`src/rtl/pw4_pkg.sv`:
```
// Shared types and constants of the four-level page-table walker.
`timescale 1ns / 1ps
`default_nettype none

package pw4_pkg;

  // Configuration register indexes
  localparam logic [1:0] CFG_MODE   = 2'd0;
  localparam logic [1:0] CFG_OFFSET = 2'd1;
  localparam logic [1:0] CFG_ROOT   = 2'd2;

  // Translation modes (the unused code behaves as walk)
  localparam logic [1:0] MODE_IDENT  = 2'd0;
  localparam logic [1:0] MODE_OFFSET = 2'd1;

  // Input actions
  localparam logic ACT_WRITE = 1'b0;

  // Page kinds reported with a result
  localparam logic [1:0] KIND_4K   = 2'd0;
  localparam logic [1:0] KIND_2M   = 2'd1;
  localparam logic [1:0] KIND_1G   = 2'd2;
  localparam logic [1:0] KIND_NONE = 2'd3;

  // Entry bit positions
  localparam int PRESENT_BIT = 0;
  localparam int PS_BIT      = 7;

  // Walk level codes: level of the entry that the read returns
  localparam logic [1:0] LVL_PML4 = 2'd0;
  localparam logic [1:0] LVL_PDPT = 2'd1;
  localparam logic [1:0] LVL_PD   = 2'd2;
  localparam logic [1:0] LVL_PT   = 2'd3;

  typedef struct packed {
    logic        action;
    logic [63:0] address;
    logic [63:0] write_data;
  } pw4_in_t;

  typedef struct packed {
    logic [63:0] phys_address;
    logic        fault;
    logic [1:0]  page_kind;
  } pw4_out_t;

  typedef struct packed {
    logic     done;
    pw4_out_t res;
  } pw4_step_t;

endpackage

`default_nettype wire

```
`src/rtl/pw4_step.sv`:
```
// One walk step: checks an entry, finishes the walk or forms the next word index.
`timescale 1ns / 1ps
`default_nettype none

module pw4_step #(
  parameter int TABLE_WORDS = 4096,
  parameter int AW          = 12
) (
  input  wire logic                start,
  input  wire logic [1:0]          level,
  input  wire logic [63:0]         entry,
  input  wire logic [63:0]         va,
  output pw4_pkg::pw4_step_t       step,
  output logic      [AW-1:0]       next_word
);
  import pw4_pkg::*;

  logic [63:0] base;
  logic [8:0]  idx;
  logic [60:0] word;
  logic        present;
  logic        huge;
  logic        beyond;

  always_comb begin
    base    = start ? entry : entry;
    present = start | entry[PRESENT_BIT];
    huge    = entry[PS_BIT];
    if (start) begin
      idx = va[47:39];
    end else begin
      case (level)
        LVL_PML4: idx = va[38:30];
        LVL_PDPT: idx = va[29:21];
        default:  idx = va[20:12];
      endcase
    end
    // only base[63:12] is kept, so the word is base/8 + idx and never carries
    word      = {base[63:12], idx};
    beyond    = (word >= 61'(TABLE_WORDS));
    next_word = word[AW-1:0];
  end

  always_comb begin
    step.done             = 1'b1;
    step.res.phys_address = 64'd0;
    step.res.fault        = 1'b1;
    step.res.page_kind    = KIND_NONE;
    if (!present) begin
      step.done = 1'b1;
    end else if (!start && level == LVL_PDPT && huge) begin
      step.res.phys_address = {12'd0, entry[51:30], va[29:0]};
      step.res.fault        = 1'b0;
      step.res.page_kind    = KIND_1G;
    end else if (!start && level == LVL_PD && huge) begin
      step.res.phys_address = {entry[63:21], va[20:0]};
      step.res.fault        = 1'b0;
      step.res.page_kind    = KIND_2M;
    end else if (!start && level == LVL_PT) begin
      step.res.phys_address = {entry[63:12], va[11:0]};
      step.res.fault        = 1'b0;
      step.res.page_kind    = KIND_4K;
    end else if (beyond) begin
      step.done = 1'b1;
    end else begin
      step.done = 1'b0;
    end
  end

endmodule

`default_nettype wire

```
`config.mk`:
```
export PLATFORM = sky130hd
export DESIGN_NAME = pw4_step
export DESIGN_NICKNAME = d
export VERILOG_FILES = /design/src/rtl/pw4_pkg.sv /design/src/rtl/pw4_step.sv
export SDC_FILE = /design/constraint.sdc
export NUM_CORES = 1
export LEC_CHECK = 0
export ABC_CLOCK_PERIOD_IN_PS = 1920
export BUFFER_PORTS_ARGS = -buffer_cell sky130_fd_sc_hd__clkbuf_2
export CORE_AREA = 2 2 83 85
export DETAILED_ROUTE_END_ITERATION = 10
export DIE_AREA = 0 0 85 87
export GPL_TIMING_DRIVEN = 0
export PLACE_DENSITY = 0.57
export SYNTH_ARGS = -nofsm -noshare
export SYNTH_HDL_FRONTEND = slang
export SYNTH_SLANG_ARGS = --single-unit
```
`constraint.sdc`:
```
create_clock -name vclk -period 1.92
set_clock_uncertainty 0.2 [all_clocks]
set_input_delay 0.288 -clock vclk [all_inputs]
set_output_delay 0.288 -clock vclk [all_outputs]
set_load 0.05 [all_outputs]
```
==> results.tsv <==
metric	value	unit
Critical Path Sink Type	output port	
synth cell count leaders	46 x and2_1, 20 x nor2_1, 11 x nor4_1	
Die Wd	85	microns
sequential fraction of design power	0	%
Place WS	-0.505	ns
worst ir drop on vdd	0.130	mV
critical path required time	1.43	ns
crit-path max FO	7	
IO Pins	211	
RSZ-0062 raised after global routing	yes	
Critical Path Start Type	primary input	
seq_cells	0	
Buffers & Inverters on Critical Path	3	
first-pass GRT wire length	9730	microns
top cell type's share of synthesized area	28.4	%
clock share of power	0	%
Syn Area/Cell	6.10	sq um
combinational share of power	100.0	%
layout cells sized above 1	74.0	%
Register Area	0	sq um
Rel. slew slack	73.1	%
Top delay family on crit path	simple AND/OR/NAND/NOR gates	
total number of vias	1965	
Die Span Y	87	microns
Post-layout nets	491	
largest area contributor in the netlist	and2_1	
final wirelength	7060	microns
switching power	504	uW
grt total ovfl	0	
Cell Pwr Density	295	mW/mm^2
Core ar.	0.00657	sq mm
vias in the first global route	1865	
pin count of the biggest net entering global routing	11	
routability-driven placement congestion ratio	0.761	
Pleak	1.45	nW
Layout clock buffers	0	
fin worst setup slack	0.0549	ns
YS warnings	0	
register area share after synthesis	0	%
worst min-delay path class	in2out	
Via density	4.49	
Synth Cell Area	0.00101	sq mm
initial drt markers	42	
outcome	completed	
Final period util	97.1	%
count leader, synth	and2_1	
GRT Util Overall	16.2	%
Starting Density	15.4	%
IO Port Bufs	184	
DR WL/cell	16.1	microns
Routed Antenna Nets	0	
DRT Pass-1 Iters	4	
worst-path cell chain	buf_2, nor2_1, and2b_4, buf_6, and2_1, clkbuf_8	
CP Class	in2out	
internal cell power	331	uW
Cells after DPL	430	
final std cells w/o fill	438	
sw frac	60.4	%
synth-to-layout area growth	180	%
Netlist cell types	25	
Final setup violation count	0	
Synth Instances	166	
top cells by area, synth	and2_1 28%, mux2i_1 8.9%, a22o_1 7.8%	
max-slew violations	0	
slowest CP cell	and2b_4	
Final Hold Fails	0	
Synth Net Count	297	
number of remaining DRC errors	0	
Tmin final	1.87	ns
worst slew pin tran	0.399	ns
# diodes	0	
num rows	30	
Max Clk Rate	536	MHz
initial antenna violation count	0	
total of max-cap violations	0	
die area	0.00740	sq mm
Worst path max stage delay	0.34	ns
crit path DAT	1.38	ns
DP HPWL	5320	microns
-- layout by cell type, fill, tap and decap left out, drive strengths merged --
cell,count
nand2,10
clkbuf,157
and2,46
nor2,21
mux2i,9
xnor2,1
nand4,2
o21ai,10
nor4,11
and2b,2
nand3,1
buf,49
nor2b,1
inv,2
nor3b,1
o211a,1
a22o,9
and4b,1
a21oi,10
o211ai,1
a22oi,9
and4,1
nor3,3
-- what timing repair did --
item | in CTS | in global routing
setup endpoints to repair | 71 | 68
pin swaps | 4 | 2
hold buffers | 0 | 0
buffers inserted | 2 | 1
cloned | 0 | 5
gates resized for setup | 129 | 80
-- power by group through the flow --
stage               clock network (mW)  registers (mW)  logic [mW]
CTS                                  0               0       0.763
floorplan                            0               0       0.432
global placement                     0               0       0.661
global route                         0               0       0.879
finish                               0               0       0.836
detailed placement                   0               0       0.664
-- worst min-delay path, cell delays in order --
cell and delay, ns:
clkbuf_2 0.07, and2_4 0.13, buf_8 0.14
-- stage by stage --
step | hold slack [ns] | setup TNS [ns] | power [mW] | area (sq um) | utilization, %
2_1_floorplan | 0.543 | -0.0176 | 0.432 | 1080 | -
3_3_place_gp | 0.791 | -17.47 | 0.661 | 2100 | 32.0
3_5_place_dp | 0.791 | -17.55 | 0.664 | 2100 | 32.0
4_1_cts | 0.748 | 0 | 0.763 | 2610 | 39.7
5_1_grt | 0.735 | -0.0407 | 0.879 | 2830 | 43.1
6_report | 0.722 | 0 | 0.836 | 2830 | 43.1
-- routing by layer --
layer  part of all wire, %  track usage, %
met2                    51            30.0
met4                  0.51           0.866
met3                   4.4           0.758
met1                    44            21.7
met5                     0               0
-- kinds of logic (layout without fill, tap and decap cells) --
logic type / count (synthesis) / count (layout) / share of synthesized area, %
AO/OA/AOI/OAI: 40 / 40 / 26.1
XOR/XNOR: 1 / 1 / 0.865
buffers and inverters: 18 / 208 / 9.27
multiplexers: 9 / 9 / 8.90
AND/OR/NAND/NOR: 98 / 100 / 54.9
-- worst paths after layout --
path	startpoint	end	slack [ns]	depth (start not counted)
setup / recovery	start	step[41]	0.05	6
hold / removal	va[10]	step[13]	0.72	3
-- final cells by class --
cell class	instances	area (sq um)
Inverter	2	7.51
Fill cell	667	3740
Multi-Input combinational cell	150	1190
Buffer	16	146
Tap cell	80	100
Timing Repair Buffer	190	1390
No activity file was read; power rests on OpenSTA's default activity.
